===== config.mk =====
export PLATFORM = sky130hd
export DESIGN_NAME = gregorian_date_arithmetic
export DESIGN_NICKNAME = d
export VERILOG_FILES = /design/src/hw/rtl/gda_pkg.sv /design/src/hw/rtl/gregorian_date_arithmetic.sv /design/src/hw/rtl/gda_datapath.sv /design/src/hw/rtl/gda_controller.sv
export SDC_FILE = /design/constraint.sdc
export NUM_CORES = 1
export LEC_CHECK = 0
export ABC_AREA = 0
export BUFFER_PORTS_ARGS = -buffer_cell sky130_fd_sc_hd__buf_2
export CAP_MARGIN = 30
export CORE_MARGIN = 1.5
export CORE_UTILIZATION = 56
export CTS_CLUSTER_SIZE = 16
export DETAILED_ROUTE_END_ITERATION = 7
export PLACE_DENSITY = 0.74
export SYNTH_ARGS = -nofsm -noshare
export SYNTH_HDL_FRONTEND = slang
export SYNTH_SLANG_ARGS = --single-unit

===== constraint.sdc =====
create_clock -name aclk -period 21.5 [get_ports aclk]
set_clock_uncertainty 0.15 [all_clocks]
set_input_delay 4.3 -clock aclk [delete_from_list [all_inputs] [get_ports aclk]]
set_output_delay 4.3 -clock aclk [all_outputs]
set_load 0.05 [all_outputs]

===== src/hw/rtl/gda_pkg.sv =====
// Shared definitions for the Gregorian date arithmetic block.
// Field layout, calendar constants, month tables and controller/datapath interface types.
// No dependencies.
package gda_pkg;

    localparam int YEAR_SPAN = 256;
    localparam int BASE_YEAR = 2000;
    localparam int END_YEAR  = BASE_YEAR + YEAR_SPAN - 1;

    // Field widths.
    localparam int DAY_W   = 5;
    localparam int MONTH_W = 4;
    localparam int YEAR_W  = 12;
    localparam int OFF_W   = 16;
    localparam int DIFF_W  = 18;

    localparam int DIFF_LIMIT = 131071;

    // Days from 1 January of year 0 to 1 January of year y.
    function automatic int days_to_year_c(input int y);
        int ym1;
        ym1 = y - 1;
        if (y == 0) begin
            return 0;
        end
        return 365 * y + ym1 / 4 - ym1 / 100 + ym1 / 400 + 1;
    endfunction

    localparam int BASE_DTY = days_to_year_c(BASE_YEAR);
    localparam int LAST_DAY = days_to_year_c(BASE_YEAR + YEAR_SPAN) - BASE_DTY - 1;

    // Day numbers of any 12-bit year, and differences of two of them.
    localparam int DTY_W = 21;
    localparam int N_W   = 22;
    // Day index within the span while the sum is walked year by year.
    localparam int T_W   = ($clog2(LAST_DAY + 1) > 9) ? $clog2(LAST_DAY + 1) : 9;
    // Sum year counter; wide enough for the last year of the span.
    localparam int SY_W  = ($clog2(END_YEAR + 1) > YEAR_W) ? $clog2(END_YEAR + 1) : YEAR_W;

    // Division by 100 of a 12-bit value as a multiply by a scaled reciprocal.
    localparam int RECIP_100   = 5243;
    localparam int RECIP_W     = 13;
    localparam int RECIP_SHIFT = 19;
    localparam int Q_W         = YEAR_W + RECIP_W - RECIP_SHIFT;

    // Position of the base year within the 4, 100 and 400 year leap cycles.
    localparam int BASE_MOD4   = BASE_YEAR % 4;
    localparam int BASE_MOD100 = BASE_YEAR % 100;
    localparam int BASE_MOD400 = BASE_YEAR % 400;

    localparam logic [MONTH_W-1:0] MONTH_JAN = MONTH_W'(1);
    localparam logic [MONTH_W-1:0] MONTH_FEB = MONTH_W'(2);
    localparam logic [MONTH_W-1:0] MONTH_DEC = MONTH_W'(12);

    // Input transfer layout.
    localparam int I_A_DAY   = 0;
    localparam int I_A_MONTH = I_A_DAY + DAY_W;
    localparam int I_A_YEAR  = I_A_MONTH + MONTH_W;
    localparam int I_OFF     = I_A_YEAR + YEAR_W;
    localparam int I_B_DAY   = I_OFF + OFF_W;
    localparam int I_B_MONTH = I_B_DAY + DAY_W;
    localparam int I_B_YEAR  = I_B_MONTH + MONTH_W;
    localparam int S_TDATA_W = 64;

    // Output transfer layout.
    localparam int O_DAY     = 0;
    localparam int O_MONTH   = O_DAY + DAY_W;
    localparam int O_YEAR    = O_MONTH + MONTH_W;
    localparam int O_RERR    = O_YEAR + YEAR_W;
    localparam int O_DIFF    = O_RERR + 1;
    localparam int O_GT      = O_DIFF + DIFF_W;
    localparam int O_EQ      = O_GT + 1;
    localparam int O_AV      = O_EQ + 1;
    localparam int O_BV      = O_AV + 1;
    localparam int M_TDATA_W = 48;

    // Days before the first of month m in a common year.
    function automatic logic [8:0] month_start(input logic [MONTH_W-1:0] m);
        logic [8:0] r;
        case (m)
            4'd1:    r = 9'd0;
            4'd2:    r = 9'd31;
            4'd3:    r = 9'd59;
            4'd4:    r = 9'd90;
            4'd5:    r = 9'd120;
            4'd6:    r = 9'd151;
            4'd7:    r = 9'd181;
            4'd8:    r = 9'd212;
            4'd9:    r = 9'd243;
            4'd10:   r = 9'd273;
            4'd11:   r = 9'd304;
            4'd12:   r = 9'd334;
            default: r = 9'd0;
        endcase
        return r;
    endfunction

    function automatic logic [DAY_W-1:0] month_len(input logic [MONTH_W-1:0] m,
                                                   input logic leap);
        logic [DAY_W-1:0] r;
        case (m)
            4'd1, 4'd3, 4'd5, 4'd7, 4'd8, 4'd10, 4'd12: r = 5'd31;
            4'd4, 4'd6, 4'd9, 4'd11:                   r = 5'd30;
            4'd2:                                      r = leap ? 5'd29 : 5'd28;
            default:                                   r = 5'd0;
        endcase
        return r;
    endfunction

    typedef struct packed {
        logic load;        // capture the input transfer
        logic dn_sel;      // 0: date A, 1: date B
        logic dn_s1;       // day number step 1: quotients by 100
        logic dn_s2;       // day number step 2: days to year, leap flag
        logic dn_s3;       // day number step 3: month and day added
        logic sum_init;    // offset added, saturation decided
        logic year_step;
        logic month_step;
        logic out_load;
    } gda_cmd_t;

    typedef struct packed {
        logic year_more;
        logic month_more;
    } gda_status_t;

endpackage


===== src/hw/rtl/gregorian_date_arithmetic.sv =====
// Gregorian date arithmetic, top level. One input transfer carries date A, a signed day
// offset and date B; one output transfer returns A plus the offset, the day number
// difference A minus B, compare flags and a validity flag per date. After acceptance,
// the two day numbers are computed in turn in a shared three-step unit, and the sum is
// then walked one year per cycle from 2000 (up to 255 steps) and one month per cycle
// (up to 11 steps). One item is in work at a time; a new item is accepted while the
// previous result still waits in the output register. Sums outside 2000..2255 saturate
// and set range_error.
// Depends on gda_pkg, gda_controller and gda_datapath.
module gregorian_date_arithmetic import gda_pkg::*; (
    input  logic                 aclk,
    input  logic                 aresetn,
    input  logic                 s_tvalid,
    output logic                 s_tready,
    // s_tdata from bit 0: a_day, a_month, a_year, day_offset, b_day, b_month, b_year, zeros
    input  logic [S_TDATA_W-1:0] s_tdata,
    output logic                 m_tvalid,
    input  logic                 m_tready,
    // m_tdata from bit 0: sum_day, sum_month, sum_year, range_error, day_difference,
    // a_greater, a_equal, a_valid, b_valid, zeros
    output logic [M_TDATA_W-1:0] m_tdata
);

    gda_cmd_t    cmd;
    gda_status_t status;

    gda_controller u_ctrl (
        .aclk     (aclk),
        .aresetn  (aresetn),
        .s_tvalid (s_tvalid),
        .s_tready (s_tready),
        .m_tvalid (m_tvalid),
        .m_tready (m_tready),
        .status   (status),
        .cmd      (cmd)
    );

    gda_datapath u_dp (
        .aclk    (aclk),
        .s_tdata (s_tdata),
        .cmd     (cmd),
        .status  (status),
        .m_tdata (m_tdata)
    );

endmodule


===== src/hw/rtl/gda_datapath.sv =====
// Datapath of the Gregorian date arithmetic block: input capture, shared day number
// unit, year and month walk of the sum, and the result register.
// Depends on gda_pkg.
module gda_datapath import gda_pkg::*; (
    input  logic                 aclk,
    input  logic [S_TDATA_W-1:0] s_tdata,
    input  gda_cmd_t             cmd,
    output gda_status_t          status,
    output logic [M_TDATA_W-1:0] m_tdata
);

    logic [DAY_W-1:0]   a_day_reg, b_day_reg;
    logic [MONTH_W-1:0] a_month_reg, b_month_reg;
    logic [YEAR_W-1:0]  a_year_reg, b_year_reg;
    logic [OFF_W-1:0]   off_reg;

    // Day number unit stage registers.
    logic [YEAR_W-1:0]  s1_y_reg, s2_y_reg;
    logic [Q_W-1:0]     s1_q1_reg, s1_qy_reg;
    logic [DAY_W-1:0]   s1_d_reg, s2_d_reg;
    logic [MONTH_W-1:0] s1_m_reg, s2_m_reg;
    logic               s1_mok_reg, s2_mok_reg;
    logic [DTY_W-1:0]   s2_dty_reg;
    logic               s2_leap_reg;

    logic signed [N_W-1:0] na_reg, nb_reg;
    logic                  a_valid_reg, b_valid_reg;

    // Sum walk registers.
    logic [T_W-1:0]     t_reg;
    logic [SY_W-1:0]    sy_reg;
    logic [MONTH_W-1:0] sm_reg;
    logic [1:0]         c4_reg;
    logic [6:0]         c100_reg;
    logic [8:0]         c400_reg;
    logic               sat_reg, rerr_reg;

    logic [M_TDATA_W-1:0] out_reg;

    // Step 1 operands.
    logic [DAY_W-1:0]               op_d;
    logic [MONTH_W-1:0]             op_m, op_m_clamp;
    logic [YEAR_W-1:0]              op_y, op_ym1;
    logic [YEAR_W+RECIP_W-1:0]      prod_ym1, prod_y;

    always_comb begin
        op_d = cmd.dn_sel ? b_day_reg   : a_day_reg;
        op_m = cmd.dn_sel ? b_month_reg : a_month_reg;
        op_y = cmd.dn_sel ? b_year_reg  : a_year_reg;
        op_ym1 = op_y - YEAR_W'(1);
        if (op_m < MONTH_JAN) begin
            op_m_clamp = MONTH_JAN;
        end else if (op_m > MONTH_DEC) begin
            op_m_clamp = MONTH_DEC;
        end else begin
            op_m_clamp = op_m;
        end
    end

    assign prod_ym1 = (YEAR_W+RECIP_W)'(op_ym1) * (YEAR_W+RECIP_W)'(RECIP_100);
    assign prod_y   = (YEAR_W+RECIP_W)'(op_y)   * (YEAR_W+RECIP_W)'(RECIP_100);

    // Step 2: days to the start of the year, and the leap flag of the year.
    logic [YEAR_W-1:0] s1_ym1;
    logic [DTY_W-1:0]  dty_next;
    logic [YEAR_W:0]   qy_x100;
    logic              leap_next;

    assign s1_ym1  = s1_y_reg - YEAR_W'(1);
    assign qy_x100 = (YEAR_W+1)'(s1_qy_reg) * (YEAR_W+1)'(100);

    always_comb begin
        if (s1_y_reg == '0) begin
            dty_next = '0;
        end else begin
            dty_next = DTY_W'(365) * DTY_W'(s1_y_reg) + DTY_W'(s1_ym1 >> 2)
                     - DTY_W'(s1_q1_reg) + DTY_W'(s1_q1_reg >> 2) + DTY_W'(1);
        end
        leap_next = (s1_y_reg[1:0] == 2'b00)
                 && (({1'b0, s1_y_reg} != qy_x100) || (s1_qy_reg[1:0] == 2'b00));
    end

    // Step 3: day number relative to 1 January of the base year, and date validity.
    logic signed [N_W-1:0] n_next;
    logic                  feb_adj;
    logic                  valid_next;

    always_comb begin
        feb_adj = s2_leap_reg && (s2_m_reg > MONTH_FEB);
        n_next  = N_W'(s2_dty_reg) - N_W'(BASE_DTY) + N_W'(month_start(s2_m_reg))
                + N_W'(feb_adj) + N_W'(s2_d_reg) - N_W'(1);
        valid_next = s2_mok_reg
                  && (SY_W'(s2_y_reg) >= SY_W'(BASE_YEAR))
                  && (SY_W'(s2_y_reg) <= SY_W'(END_YEAR))
                  && (s2_d_reg != '0)
                  && (s2_d_reg <= month_len(s2_m_reg, s2_leap_reg));
    end

    // Sum walk.
    logic signed [N_W-1:0] t_full;
    logic                  sum_leap;
    logic [8:0]            ylen;
    logic [DAY_W-1:0]      sum_mlen;

    assign t_full   = na_reg + N_W'($signed(off_reg));
    assign sum_leap = (c4_reg == 2'd0) && ((c100_reg != 7'd0) || (c400_reg == 9'd0));
    assign ylen     = sum_leap ? 9'd366 : 9'd365;
    assign sum_mlen = month_len(sm_reg, sum_leap);

    assign status.year_more  = !sat_reg && (t_reg >= T_W'(ylen));
    assign status.month_more = !sat_reg && (sm_reg < MONTH_DEC) && (t_reg >= T_W'(sum_mlen));

    // Result fields.
    logic signed [N_W:0]    diff_full;
    logic [DIFF_W-1:0]      diff_sat;
    logic                   a_eq;
    logic [M_TDATA_W-1:0]   out_next;

    assign diff_full = {na_reg[N_W-1], na_reg} - {nb_reg[N_W-1], nb_reg};
    assign a_eq = (a_day_reg == b_day_reg) && (a_month_reg == b_month_reg)
               && (a_year_reg == b_year_reg);

    always_comb begin
        if (diff_full > (N_W+1)'(DIFF_LIMIT)) begin
            diff_sat = DIFF_W'(DIFF_LIMIT);
        end else if (diff_full < -(N_W+1)'(DIFF_LIMIT)) begin
            diff_sat = DIFF_W'(-DIFF_LIMIT);
        end else begin
            diff_sat = diff_full[DIFF_W-1:0];
        end
    end

    always_comb begin
        out_next = '0;
        out_next[O_DAY +: DAY_W]     = DAY_W'(t_reg) + DAY_W'(1);
        out_next[O_MONTH +: MONTH_W] = sm_reg;
        out_next[O_YEAR +: YEAR_W]   = sy_reg[YEAR_W-1:0];
        out_next[O_RERR]             = rerr_reg;
        out_next[O_DIFF +: DIFF_W]   = diff_sat;
        out_next[O_GT]               = (na_reg > nb_reg);
        out_next[O_EQ]               = a_eq;
        out_next[O_AV]               = a_valid_reg;
        out_next[O_BV]               = b_valid_reg;
    end

    always_ff @(posedge aclk) begin
        if (cmd.load) begin
            a_day_reg   <= s_tdata[I_A_DAY +: DAY_W];
            a_month_reg <= s_tdata[I_A_MONTH +: MONTH_W];
            a_year_reg  <= s_tdata[I_A_YEAR +: YEAR_W];
            off_reg     <= s_tdata[I_OFF +: OFF_W];
            b_day_reg   <= s_tdata[I_B_DAY +: DAY_W];
            b_month_reg <= s_tdata[I_B_MONTH +: MONTH_W];
            b_year_reg  <= s_tdata[I_B_YEAR +: YEAR_W];
        end
        if (cmd.dn_s1) begin
            s1_y_reg   <= op_y;
            s1_q1_reg  <= prod_ym1[RECIP_SHIFT +: Q_W];
            s1_qy_reg  <= prod_y[RECIP_SHIFT +: Q_W];
            s1_d_reg   <= op_d;
            s1_m_reg   <= op_m_clamp;
            s1_mok_reg <= (op_m >= MONTH_JAN) && (op_m <= MONTH_DEC);
        end
        if (cmd.dn_s2) begin
            s2_dty_reg  <= dty_next;
            s2_leap_reg <= leap_next;
            s2_y_reg    <= s1_y_reg;
            s2_d_reg    <= s1_d_reg;
            s2_m_reg    <= s1_m_reg;
            s2_mok_reg  <= s1_mok_reg;
        end
        if (cmd.dn_s3) begin
            if (cmd.dn_sel) begin
                nb_reg      <= n_next;
                b_valid_reg <= valid_next;
            end else begin
                na_reg      <= n_next;
                a_valid_reg <= valid_next;
            end
        end
        if (cmd.sum_init) begin
            c4_reg   <= 2'(BASE_MOD4);
            c100_reg <= 7'(BASE_MOD100);
            c400_reg <= 9'(BASE_MOD400);
            if (t_full < 0) begin
                t_reg    <= '0;
                sy_reg   <= SY_W'(BASE_YEAR);
                sm_reg   <= MONTH_JAN;
                sat_reg  <= 1'b1;
                rerr_reg <= 1'b1;
            end else if (t_full > N_W'(LAST_DAY)) begin
                t_reg    <= T_W'(30);
                sy_reg   <= SY_W'(END_YEAR);
                sm_reg   <= MONTH_DEC;
                sat_reg  <= 1'b1;
                rerr_reg <= 1'b1;
            end else begin
                t_reg    <= T_W'(t_full);
                sy_reg   <= SY_W'(BASE_YEAR);
                sm_reg   <= MONTH_JAN;
                sat_reg  <= 1'b0;
                rerr_reg <= 1'b0;
            end
        end else if (cmd.year_step) begin
            t_reg    <= t_reg - T_W'(ylen);
            sy_reg   <= sy_reg + SY_W'(1);
            c4_reg   <= c4_reg + 2'd1;
            c100_reg <= (c100_reg == 7'd99)  ? 7'd0 : c100_reg + 7'd1;
            c400_reg <= (c400_reg == 9'd399) ? 9'd0 : c400_reg + 9'd1;
        end else if (cmd.month_step) begin
            t_reg  <= t_reg - T_W'(sum_mlen);
            sm_reg <= sm_reg + MONTH_W'(1);
        end
        if (cmd.out_load) begin
            out_reg <= out_next;
        end
    end

    assign m_tdata = out_reg;

endmodule


===== src/hw/rtl/gda_controller.sv =====
// Controller of the Gregorian date arithmetic block: sequences the day number unit,
// the year and month walk and the result register, and runs both handshakes.
// Depends on gda_pkg.
module gda_controller import gda_pkg::*; (
    input  logic        aclk,
    input  logic        aresetn,
    input  logic        s_tvalid,
    output logic        s_tready,
    output logic        m_tvalid,
    input  logic        m_tready,
    input  gda_status_t status,
    output gda_cmd_t    cmd
);

    typedef enum logic [3:0] {
        ST_IDLE,
        ST_A1,
        ST_A2,
        ST_A3,
        ST_B1,
        ST_B2,
        ST_B3,
        ST_INIT,
        ST_YEAR,
        ST_MONTH,
        ST_DONE
    } state_t;

    state_t state_reg, state_next;
    logic   s_tready_reg, s_tready_next;
    logic   m_tvalid_reg, m_tvalid_next;
    logic   out_free;

    // The result register may be refilled in the cycle its transfer completes.
    assign out_free = !m_tvalid_reg || m_tready;

    always_comb begin
        cmd           = '0;
        state_next    = state_reg;
        s_tready_next = s_tready_reg;
        m_tvalid_next = m_tvalid_reg && !m_tready;
        case (state_reg)
            ST_IDLE: begin
                if (s_tvalid && s_tready_reg) begin
                    cmd.load      = 1'b1;
                    s_tready_next = 1'b0;
                    state_next    = ST_A1;
                end
            end
            ST_A1: begin
                cmd.dn_s1  = 1'b1;
                state_next = ST_A2;
            end
            ST_A2: begin
                cmd.dn_s2  = 1'b1;
                state_next = ST_A3;
            end
            ST_A3: begin
                cmd.dn_s3  = 1'b1;
                state_next = ST_B1;
            end
            ST_B1: begin
                cmd.dn_sel = 1'b1;
                cmd.dn_s1  = 1'b1;
                state_next = ST_B2;
            end
            ST_B2: begin
                cmd.dn_sel = 1'b1;
                cmd.dn_s2  = 1'b1;
                state_next = ST_B3;
            end
            ST_B3: begin
                cmd.dn_sel = 1'b1;
                cmd.dn_s3  = 1'b1;
                state_next = ST_INIT;
            end
            ST_INIT: begin
                cmd.sum_init = 1'b1;
                state_next   = ST_YEAR;
            end
            ST_YEAR: begin
                if (status.year_more) begin
                    cmd.year_step = 1'b1;
                end else begin
                    state_next = ST_MONTH;
                end
            end
            ST_MONTH: begin
                if (status.month_more) begin
                    cmd.month_step = 1'b1;
                end else begin
                    state_next = ST_DONE;
                end
            end
            ST_DONE: begin
                if (out_free) begin
                    cmd.out_load  = 1'b1;
                    m_tvalid_next = 1'b1;
                    s_tready_next = 1'b1;
                    state_next    = ST_IDLE;
                end
            end
            default: begin
                state_next    = ST_IDLE;
                s_tready_next = 1'b1;
            end
        endcase
    end

    always_ff @(posedge aclk) begin
        if (!aresetn) begin
            state_reg    <= ST_IDLE;
            s_tready_reg <= 1'b1;
            m_tvalid_reg <= 1'b0;
        end else begin
            state_reg    <= state_next;
            s_tready_reg <= s_tready_next;
            m_tvalid_reg <= m_tvalid_next;
        end
    end

    assign s_tready = s_tready_reg;
    assign m_tvalid = m_tvalid_reg;

endmodule


==> results.md, run 1 <==
- The run finished with clean final reports.
- By area the synthesized netlist is led by sky130_fd_sc_hd__edfxtp_1 (31%), sky130_fd_sc_hd__ha_1 (19%), sky130_fd_sc_hd__fa_1 (13%).
- The top cell type by area accounts for 30.87% of the synthesized area.
- The first global-routing pass estimated 84.09 mm of wire.
- The largest buffer count on any clock path is 3.
- The die covers 45,740 sq um.
- The synthesized netlist occupies a cell area of 24,900 sq um.
- The per-instance average area after synthesis is 10.59 sq um.
- The launch point of the worst hold path is u_dp.s1_d_reg[1]$_DFFE_PP_.
- In the layout the commonest cells are sky130_fd_sc_hd__inv_1 (407), sky130_fd_sc_hd__ha_1 (379), sky130_fd_sc_hd__edfxtp_1 (256).
- The capturing element type of the critical path is a flop.
- The number of setup buffers added after CTS is 0.
- Synthesis produced a netlist whose cell count is 2,352.
- Once layout is complete, the utilization of the core stands at 61.87%.
- The type of the worst setup path is flop to flop.
- After the last flow step, the layout net total stands at 3,073.
- Of all cell types, the one taking the most synthesized area is sky130_fd_sc_hd__edfxtp_1.
- The number of port buffers is 107.
- For this run, the detailed router's first-pass iteration total came to 5.
- Post-CTS repair changed the size of 0 cells.
- After detailed placement, the design holds a cell count of 3,022.
- The share of the Yosys chip area taken by registers is 33.52%.
- The hold violation count in the final report came to 0.
- The pin count of the biggest net entering global routing is 59.
- The worst path buffer plus inverter count is 7.
- The clock latency on the worst-skew pair is 560 ps.
- The power share of the combinational group is 66.4%.
- The detailed placement HPWL is 41.19 mm.
- The placement row count is 77.
- The hold buffer count at CTS is 0.
- The vertical die dimension is 213.9 microns.
- The number of pins exceeding their max-slew limit in the final report is 0.
- Cells with a size suffix above 1 make up 8.671% of the layout.
- The number of vias after detailed routing is 16,960.
- The chip width is 213.9 microns.
- The number of stages on the worst setup path is 30.
- From synthesis to final layout, the design area changed by 9.391%.
- The total setup violations reported at the end of the flow is 0.
- The flip-flop and latch count after synthesis is 289.
- For hold timing, the worst endpoint is u_dp.s2_d_reg[1]$_DFFE_PN_.
- Broken down by cell family, the worst path's largest delay share belongs to adder cells.
- The tightest hold margin is 268.2 ps.
- At the pin with the least slew margin, the transition time is 1016 ps.
- For this run, the slowest stage of the critical path takes 890 ps.
- The share of synthesized registers carrying an async set or reset is 0%.
- The relative max-transition margin is 30.32%.
- The count of routing violations after the opening detailed-route iteration is 809.
- The clock slew at the register clock pins of the worst setup and hold paths is 60 ps.
- Setup repair after global routing left no endpoint under its margin.
- The routed via count divided by cell count is 5.501.
- The number of maximum-capacitance constraint violations is 0.
- After synthesis, the netlist uses 81 different library cells.
- The main flop type after synthesis is sky130_fd_sc_hd__edfxtp_1.
- The flip-flop count of the largest register after layout is 44.
- Across the VDD grid, the largest voltage drop is 115.6 uV.
- Registers are responsible for 20.1% of the overall power.
- For this run the aggregate overflow at the end of global routing stands at 0.
- The CTS H-tree depth is 2.
- The total power density per cell area is 155.2 nW/um^2.
- The hold path depth is 0.
- STA classifies the critical path startpoint as a flop.
- TritonCTS built the clock tree.
- The clock tree root driver cell is sky130_fd_sc_hd__clkbuf_16.
- The maximum achievable frequency is 103.5 MHz.
- The library cell used most frequently in the layout, excluding fill and tap cells, is sky130_fd_sc_hd__inv_1.
- The switching part of the total is 43.46%.
- For this run, the number of Yosys warnings is 0.
- The final wirelength is 51.57 mm.
- The internal power of the cells is 2.391 mW.
- Per report_power, the clock group accounts for 13.5% of the total.
- In the final routed layout, each cell accounts on average for 16.72 microns.
- Along the worst path, the maximum fanout reaches 24.
- The final routed DRC violation total is 0.
- The post-route minimum period is 9666 ps.
- At the end of routability-driven placement, the weighted congestion stood at 0.9181.
- The register-to-register setup slack is 11,830 ps.
- The number of placed I/O pins is 118.
- The effective utilization at floorplan is 56.56%.
- The count of flip-flops with a built-in enable after synthesis is 256.
- Clock tree synthesis found a total of 289 sinks.
- The total negative slack is 0 ps.
- The number of standard cells in the layout, taps in and fillers out is 3,084.
- The number of nets with antenna violations after routing is 0.
- The worst-case reg-to-reg path depth is 30.
- The power spent charging and discharging nets is 1.838 mW.
- The data required time at the worst endpoint is 21,630 ps.
- The reg-to-reg startpoint is u_ctrl.state_reg[2]$_SDFFE_PN0P_.
- The destination of the worst register-to-register timing path is u_dp.s1_q1_reg[5]$_DFFE_PP_.
- On the critical path, the stage with the largest delay is an instance of sky130_fd_sc_hd__mux2i_1.
- Summed over all cells, the static leakage comes to 12.46 nW.
- Clock tree synthesis inserted a total of 34 buffers.
- The global router's overall resource usage is 23.17%.
- The via count of the first global-routing pass is 17,480.
- The kind of path behind the tightest hold check is flop to flop.
- The filler cell count is 3,580.
- Of the available clock period, the critical path in the final layout requires 44.96%.
- The number of antenna violations at the first check in global routing came to 1.
- The placeable core region is 44,030 sq um.
- The data arrival time at the worst-slack endpoint is 9800 ps.
-- area by class of cell --
type	instances	area, sq um	share of cell area [%]
clock buffers	44	929.6	3.413
clock inverters	17	161.4	0.5925
well taps	592	740.7	2.719
flip-flops and latches	289	8348	30.65
multi-input cells	1612	14870	54.59
diodes	1	2.502	0.009187
repair buffers	121	655.6	2.407
inverters	408	1531	5.622
-- synthesized netlist by cell type, types with 6 or more instances --
library cell and instances:
sky130_fd_sc_hd__inv_1 407, sky130_fd_sc_hd__ha_1 379, sky130_fd_sc_hd__edfxtp_1 256, sky130_fd_sc_hd__fa_1 160, sky130_fd_sc_hd__nand2_1 114, sky130_fd_sc_hd__nor2_1 108
sky130_fd_sc_hd__xnor2_1 105, sky130_fd_sc_hd__a21oi_1 99, sky130_fd_sc_hd__o21ai_0 77, sky130_fd_sc_hd__xor2_1 74, sky130_fd_sc_hd__nand3_1 41, sky130_fd_sc_hd__nor3_1 35
sky130_fd_sc_hd__a21o_1 34, sky130_fd_sc_hd__dfxtp_1 33, sky130_fd_sc_hd__clkbuf_1 32, sky130_fd_sc_hd__o21a_1 25, sky130_fd_sc_hd__nand4_1 23, sky130_fd_sc_hd__nor2b_1 23
sky130_fd_sc_hd__mux2i_1 22, sky130_fd_sc_hd__nand2b_1 22, sky130_fd_sc_hd__a31oi_1 20, sky130_fd_sc_hd__and3_1 20, sky130_fd_sc_hd__nor4_1 19, sky130_fd_sc_hd__mux2_2 17
sky130_fd_sc_hd__or3_1 15, sky130_fd_sc_hd__o22ai_1 12, sky130_fd_sc_hd__and2_1 11, sky130_fd_sc_hd__a32o_1 10, sky130_fd_sc_hd__o211ai_1 10, sky130_fd_sc_hd__o21bai_1 10
sky130_fd_sc_hd__o31ai_1 10, sky130_fd_sc_hd__a21boi_0 8, sky130_fd_sc_hd__a211oi_1 7, sky130_fd_sc_hd__o2111ai_1 7, sky130_fd_sc_hd__or2_2 7, sky130_fd_sc_hd__buf_4 6
sky130_fd_sc_hd__or4_1 6
-- power groups by stage --
stage	combinational, mW	sequential, mW	clock [mW]
floorplan	2.21	0.847	0
global route	3.25	0.856	0.602
CTS	2.84	0.849	0.582
detailed placement	2.80	0.860	0
finish	2.81	0.849	0.570
global placement	2.68	0.858	0
-- per-layer routing --
layer,track usage [%],part of all wire [%]
met5,0,0
met1,28.52,42
met4,8.499,3.3
met3,3.193,3.9
met2,41.37,50
-- worst max path at each step --
| stage | end | slack, ps | startpoint |
|---|---|---|---|
| after floorplan | u_dp.a_day_reg[0]$_DFFE_PP_ | 10850 | s_tvalid |
| after global placement | u_dp.s1_q1_reg[5]$_DFFE_PP_ | 12150 | u_ctrl.state_reg[2]$_SDFFE_PN0P_ |
| after detailed placement | u_dp.s1_q1_reg[5]$_DFFE_PP_ | 11910 | u_ctrl.state_reg[2]$_SDFFE_PN0P_ |
| after CTS | u_dp.s1_q1_reg[5]$_DFFE_PP_ | 11770 | u_ctrl.state_reg[2]$_SDFFE_PN0P_ |
| after global routing | u_dp.s1_q1_reg[5]$_DFFE_PP_ | 11190 | u_ctrl.state_reg[2]$_SDFFE_PN0P_ |
| final | u_dp.s1_q1_reg[5]$_DFFE_PP_ | 11830 | u_ctrl.state_reg[2]$_SDFFE_PN0P_ |
-- through the flow --
stage	area [sq um]	setup slack, ps	power, mW
floorplan	24910	10850	3.055
global placement	26120	12150	3.534
detailed placement	26150	11910	3.664
CTS	27240	11770	4.274
global route	27240	11190	4.707
finish	27240	11830	4.229
-- cell families (layout without fill, tap and decap cells) --
group	after synthesis	after routing	synth area share [%]
buffers and inverters	454	590	6.979
AOI/OAI and AO/OA	385	385	10.26
adders and majority gates	539	539	31.91
DFF	289	289	33.52
xor gates and xnor gates	179	179	6.296
and+or+nand+nor	465	465	9.311
other	1	5	0.01506
muxes	40	40	1.708
No activity file was read; power rests on OpenSTA's default activity.
==> run 2, diff against run 1 <==
Settings changed: ABC_AREA 0 to 1, PLACE_DENSITY 0.74 to 0.77.
Clock period 21.5 ns to 7.9 ns, I/O delays scaled along.
==> run 2 against run 1 <==
Against the previous run: synthesized cell count grew 22%; setup slack lost 11000 ps; fmax is 33% higher; via count is 14% higher; global-route usage increased by 0.77 points; largest cell class unchanged.
==> results.md, run 2 <==
- The run finished with clean final reports.
- The largest buffer count on any clock path is 3 (unchanged).
- The area of the die was 47,580 sq um (+4.0%).
- The number of port buffers is 107 (unchanged).
- The fraction of post-synthesis cell area in the top cell type by area came to 29.66% (-1.2 points).
- The count of routing violations after the opening detailed-route iteration is 934 (+15%).
- Leaving out fill and tap cells, the most frequent cell in the layout is sky130_fd_sc_hd__inv_1.
- The hold buffer count at CTS is 0 (unchanged).
- The data arrival time at the worst-slack endpoint is 7380 ps (-2420 ps).
- The proportion of synthesized chip area in sequential cells came to 32.21% (-1.3 points).
- The delay of the slowest cell on the worst path came to 520 ps (-370 ps).
- The share of synthesized registers carrying an async set or reset came to 0% (unchanged).
- Ranked by instance count, the synthesized netlist is headed by sky130_fd_sc_hd__inv_1 (592), sky130_fd_sc_hd__nand2_1 (503), sky130_fd_sc_hd__ha_1 (379), sky130_fd_sc_hd__edfxtp_1 (256), sky130_fd_sc_hd__nor2_1 (181).
- The number of library cell types mapped by synthesis was 73 (-9.9%).
- The number of cells produced by synthesis is 2,858 (+22%).
- The clock slew at the register clock pins of the worst setup and hold paths is 60 ps (about the same).
- The area added between synthesis and finish is 9.439% (about the same).
- The final worst-path setup slack was 647.9 ps (-11,190 ps).
- The per-instance average area after synthesis is 9.067 sq um (-14%).
- The worst-case reg-to-reg path depth is 36 (+20%).
- The final wirelength is 55.60 mm (+7.8%).
- The clock tree root driver cell is sky130_fd_sc_hd__clkbuf_16.
- The number of antenna violations at the first check in global routing is 0 (-1).
- The actual transition at the worst max-transition pin was 1029 ps (+12.61 ps).
- The number of diodes added for antenna fixing is 0 (-1).
- The critical path launch point type is a flop.
- The total standard cell area after synthesis is 25,910 sq um (+4.1%).
- The placeable core region is 45,480 sq um (+3.3%).
- The flip-flop count of the largest register after layout was 44 (unchanged).
- Setup repair after global routing left no endpoint under its margin.
- The post-route minimum period is 7252 ps (-2414 ps).
- The number of iterations in the first detailed-routing pass was 5 (unchanged).
- Leaving out fill and tap cells, the most frequent cells in the layout are sky130_fd_sc_hd__inv_1 (592), sky130_fd_sc_hd__nand2_1 (503), sky130_fd_sc_hd__ha_1 (379).
- The CTS H-tree depth is 2 (unchanged).
- The number of pins exceeding their max-slew limit in the final report came to 0 (unchanged).
- The number of placed I/O pins came to 118 (unchanged).
- The clock latency on the worst-skew pair is 560 ps (about the same).
- The chip width is 218.1 microns (+2.0%).
- The end-of-flow core utilization was 62.36% (+0.49 points).
- The synthesis warning total is 0 (unchanged).
- The family with the most delay on the worst path is adder cells.
- The detailed placement HPWL came to 45.60 mm (+11%).
- The pin count of the biggest net entering global routing is 45 (-24%).
- The placement row count is 78 (+1.3%).
- The number of vias after detailed routing is 19,260 (+14%).
- The via count of the first global-routing pass came to 19,570 (+12%).
- The total negative slack is 0 ps (unchanged).
- In the post-synthesis netlist, the cell with the most instances is sky130_fd_sc_hd__inv_1.
- The hold path depth came to 0 (unchanged).
- The capturing element type of the critical path is a flop.
- The number of nets with antenna violations after routing came to 0 (unchanged).
- The count of flip-flops with a built-in enable after synthesis is 256 (unchanged).
- By area the synthesized netlist is led by sky130_fd_sc_hd__edfxtp_1 (30%), sky130_fd_sc_hd__ha_1 (18%), sky130_fd_sc_hd__fa_1 (12%).
- The vertical die dimension is 218.1 microns (+2.0%).
- The flip-flop and latch count after synthesis came to 289 (unchanged).
- The final weighted congestion in routability-driven placement was 0.9395 (+2.3%).
- The wire length of the first global-routing pass came to 91.91 mm (+9.3%).
- The number of clock sinks is 289 (unchanged).
- The tightest hold margin was 270.6 ps (+2.424 ps).
- The number of maximum-capacitance constraint violations was 0 (unchanged).
- In the synthesized netlist the dominant register cell turns out to be sky130_fd_sc_hd__edfxtp_1.
- The post-route fraction of the period consumed by the critical path came to 91.80% (+47 points).
- The detailed-route wire length per cell is 15.36 microns (-8.1%).
- The type of the worst setup path is flop to flop.
- The total setup violations reported at the end of the flow came to 0 (unchanged).
- TritonCTS built the clock tree.
- The total CTS buffers is 35 (+2.9%).
- The total congestion overflow after global routing is 0 (unchanged).
- The effective utilization at floorplan is 56.98% (+0.43 points).
- The master of the slowest instance on the critical path is sky130_fd_sc_hd__fa_1.
- The relative max-transition margin was 30.69% (+0.37 points).
- The final-stage net count is 3,602 (+17%).
- The routed via count divided by cell count is 5.322 (-3.3%).
- The global router's overall resource usage is 23.94% (+0.77 points).
- The final routed DRC violation total was 0 (unchanged).
- The data required time at the worst endpoint is 8030 ps (-13,600 ps).
- The hold violation count in the final report is 0 (unchanged).
- The biggest area contributor in the post-synthesis netlist is sky130_fd_sc_hd__edfxtp_1.
- The cell that appears most often on the critical path is sky130_fd_sc_hd__nand2_1.
- The pre-CTS setup slack is 565.0 ps (-11,350 ps).
- The maximum achievable frequency is 137.9 MHz (+33%).
- The worst path buffer plus inverter count is 7 (unchanged).
- The maximum fanout count along the critical path was 27 (+13%).
- The number of stages on the worst setup path was 36 (+20%).
- The tightest min-delay check is of the flop to flop type.
- The layout cell share with drive strength beyond 1 is 7.682% (-0.99 points).
run 2: cell types whose count changed in the layout (fill, tap and decap cells not counted), sizes merged, moves of 21 or more:
cell / before / now
o21ai: 77 / 109
nand3: 41 / 109
a21oi: 101 / 154
nor2: 108 / 185
nand2: 114 / 509
xnor2: 105 / 37
nand2b: 22 / 1
mux2i: 23 / 1
nor2b: 23 / 0
inv: 411 / 602
a21o: 34 / 10
run 2: path summary, 6_finish.rpt:
path                                    start  slack (ps)                          end
max          u_ctrl.state_reg[1]$_SDFFE_PN0P_         650  u_dp.s1_q1_reg[4]$_DFFE_PP_
min reg2reg        u_dp.a_valid_reg$_DFFE_PP_         270   u_dp.m_tdata[42]$_DFFE_PP_
min                u_dp.a_valid_reg$_DFFE_PP_         270   u_dp.m_tdata[42]$_DFFE_PP_
max reg2reg  u_ctrl.state_reg[1]$_SDFFE_PN0P_         650  u_dp.s1_q1_reg[4]$_DFFE_PP_
run 2: kinds of logic after synthesis:
group	Yosys count	synth area share (%)
AOI/OAI and AO/OA	361	8.261
xor gates and xnor gates	114	3.983
adders and majority gates	539	30.66
DFF	289	32.21
muxes	4	0.1690
buffers and inverters	617	9.120
other	1	0.01447
and+or+nand+nor	933	15.58
run 2: metal layers:
metal	global-route usage, %	wire [microns]	up-vias
li1	-	-	9637
met1	28.25	23050	9082
met2	44.42	28510	418
met3	2.756	2101	127
met4	8.851	1947	0
met5	0	0	-
run 2: metrics by stage:
step | instance area (sq um) | instances
after floorplan | 25930 | 2861
after global placement | 27200 | 3556
after detailed placement | 27230 | 3558
after CTS | 28350 | 3620
after global routing | 28360 | 3620
final | 28360 | 3620
run 2: layout make-up:
type / count / area [sq um]
clock inverter: 22 / 231.5
inverter: 596 / 2237
tap: 600 / 750.7
timing repair buffer: 118 / 634.4
clock buffer: 40 / 894.6
multi-input combinational: 1955 / 15260
sequential: 289 / 8348
fill: 3744 / 17120
run 2: timing repair:
| item | CTS | global route |
|---|---|---|
| buffers inserted | 0 | 0 |
| resized for setup | 0 | 2 |
| setup endpoints to repair | 0 | 1 |
Power of run 2 is not shown: default switching activity piles up to over one toggle a cycle in this logic, so the estimate is an artifact.
==> run 3, diff against run 2 <==
Settings changed: PLACE_DENSITY 0.77 to default, PLACE_DENSITY_LB_ADDON from default to 0.12, RECOVER_POWER from default to 100.
==> run 3 against run 2 <==
Against the previous run: the run now ends with capacitance limit, slew limit left; via count fell by 1.2%; register-to-register slack got worse by 140 ps; sequential share of layout area rose by 0.15 points; flip-flop and latch count did not move; setup slack got worse by 140 ps; cell count barely moved; first-iteration DRC count fell by 13%; critical path depth did not move; fmax fell by 1.9%; clock-buffer cell count fell by 2; global-route usage barely moved; highest routed layer unchanged.
==> results.md, run 3 (synthesized netlist as in run 2, its figures left out) <==
- The run finished, with violations left.
- The checks that failed: capacitance limit, slew limit.
- The placeable core region came to 45,480 sq um (unchanged).
- The global router's overall resource usage is 23.97% (+0.029 points).
- The maximum achievable frequency is 135.2 MHz (-1.9%).
- The pin count of the biggest net entering global routing was 45 (unchanged).
- The number of clock sinks was 289 (unchanged).
- The total CTS buffers is 34 (-2.9%).
- The capturing element type of the critical path is a flop.
- The worst hold path begins at u_dp.s1_d_reg[0]$_DFFE_PP_.
- The hold violation count in the final report is 0 (unchanged).
- The count of instances resized after the clock tree is built is 0 (unchanged).
- The maximum fanout count along the critical path is 12 (-56%).
- The data required time at the worst endpoint was 8040 ps (about the same).
- The count of routing violations after the opening detailed-route iteration is 816 (-13%).
- Setup repair after global routing left no endpoint under its margin.
- The hold buffer count at CTS is 0 (unchanged).
- TritonCTS built the clock tree.
- The detailed placement HPWL was 45.85 mm (+0.56%).
- The actual transition at the worst max-transition pin is 2567 ps (+1539 ps).
- The number of diodes added for antenna fixing came to 0 (unchanged).
- The family with the most delay on the worst path is adder cells.
- The largest buffer count on any clock path is 3 (unchanged).
- The total setup violations reported at the end of the flow is 0 (unchanged).
- The CTS H-tree depth is 2 (unchanged).
- The total congestion overflow after global routing is 0 (unchanged).
- The reg-to-reg startpoint is u_ctrl.state_reg[2]$_SDFFE_PN0P_.
- The wire length of the first global-routing pass is 91.63 mm (-0.31%).
- The effective utilization at floorplan came to 56.98% (unchanged).
- The final-stage net count came to 3,603 (+0.028%).
- The library cells used most frequently in the layout, excluding fill and tap cells, are sky130_fd_sc_hd__inv_1 (593), sky130_fd_sc_hd__nand2_1 (503), sky130_fd_sc_hd__ha_1 (379).
- The number of vias after detailed routing was 19,040 (-1.2%).
- The number of maximum-capacitance constraint violations was 5 (+5).
- The placement row count is 78 (unchanged).
- The worst path buffer plus inverter count came to 7 (unchanged).
- The number of port buffers is 107 (unchanged).
- The library cell used most frequently in the layout, excluding fill and tap cells, is sky130_fd_sc_hd__inv_1.
- The relative max-transition margin was -71.16% (-100 points).
- The number of iterations in the first detailed-routing pass is 5 (unchanged).
- The number of pins exceeding their max-slew limit in the final report is 183 (+183).
- The tree is rooted in a sky130_fd_sc_hd__clkbuf_16.
- Relative to the synthesized area, the layout overhead comes to 8.889%.
- The clock latency on the worst-skew pair is 550 ps (about the same).
- The delay of the slowest cell on the worst path is 530 ps (about the same).
- The number of nets with antenna violations after routing is 0 (unchanged).
- The post-route minimum period is 7394 ps (+142.0 ps).
- The total negative slack came to 0 ps (unchanged).
- The number of setup buffers added after CTS is 0 (unchanged).
- The via count of the first global-routing pass is 19,260 (-1.6%).
- STA classifies the critical path startpoint as a flop.
- The layout cell share with drive strength beyond 1 is 5.362% (-2.3 points).
- The final routed DRC violation total came to 0 (unchanged).
- The number of antenna violations at the first check in global routing is 0 (unchanged).
- The clock slew at the register clock pins of the worst setup and hold paths is 60 ps (about the same).
- The number of placed I/O pins is 118 (unchanged).
- The flip-flop count of the largest register after layout was 44 (unchanged).
- The routed via count divided by cell count was 5.259 (-1.2%).
- The detailed-route wire length per cell is 15.37 microns (about the same).
- On the critical path, the stage with the largest delay is an instance of sky130_fd_sc_hd__fa_1.
- The post-route fraction of the period consumed by the critical path is 93.60% (+1.8 points).
- By instance count, the cell type seen most on the critical path is sky130_fd_sc_hd__nand2_1.
- The chip width is 218.1 microns (unchanged).
- The data arrival time at the worst-slack endpoint is 7540 ps (+160 ps).
- The final weighted congestion in routability-driven placement is 0.9262 (-1.4%).
- The final wirelength was 55.64 mm (about the same).
- The worst hold path belongs to the class flop to flop.
- The area of the die is 47,580 sq um (unchanged).
- The vertical die dimension is 218.1 microns (unchanged).
- The type of the worst setup path is flop to flop.
- The start point of the critical path is u_ctrl.state_reg[2]$_SDFFE_PN0P_.
- The tightest hold margin was 267.4 ps (-3.159 ps).
[run 3: metal layers]
layer / track usage [%] / share of wire [%]
met1: 29.14 / 43
met2: 44.14 / 51
met3: 3.062 / 3.5
met4: 6.966 / 2.6
met5: 0 / 0
[run 3: path summary, 6_finish.rpt]
kind                                 endpoint  slack, ps  depth (start not counted)
setup / recovery  u_dp.s1_q1_reg[4]$_DFFE_PP_        510                         36
hold reg to reg    u_dp.s2_d_reg[0]$_DFFE_PN_        270                          0
setup reg to reg  u_dp.s1_q1_reg[4]$_DFFE_PP_        510                         36
hold / removal     u_dp.s2_d_reg[0]$_DFFE_PN_        270                          0
[run 3: metrics by stage]
stage / setup slack (ps) / instances / area (sq um) / utilization (%)
2_1_floorplan: 643.9 / 2861 / 25930 / -
5_1_grt: 62.56 / 3621 / 28220 / 62.05
3_3_place_gp: 691.6 / 3559 / 27220 / 59.85
6_report: 505.8 / 3621 / 28220 / 62.05
3_5_place_dp: 594.3 / 3560 / 27240 / 59.89
4_1_cts: 572.3 / 3621 / 28400 / 62.45
[run 3: layout make-up]
class / count / area [sq um]
clock buffer: 38 / 897.1
clock inverter: 23 / 266.5
fill: 3909 / 17260
inverter: 596 / 2237
multi-input combinational: 1955 / 15190
sequential: 289 / 8348
tap: 600 / 750.7
timing repair buffer: 120 / 533.0
Power of run 3 is left out for the same reason.
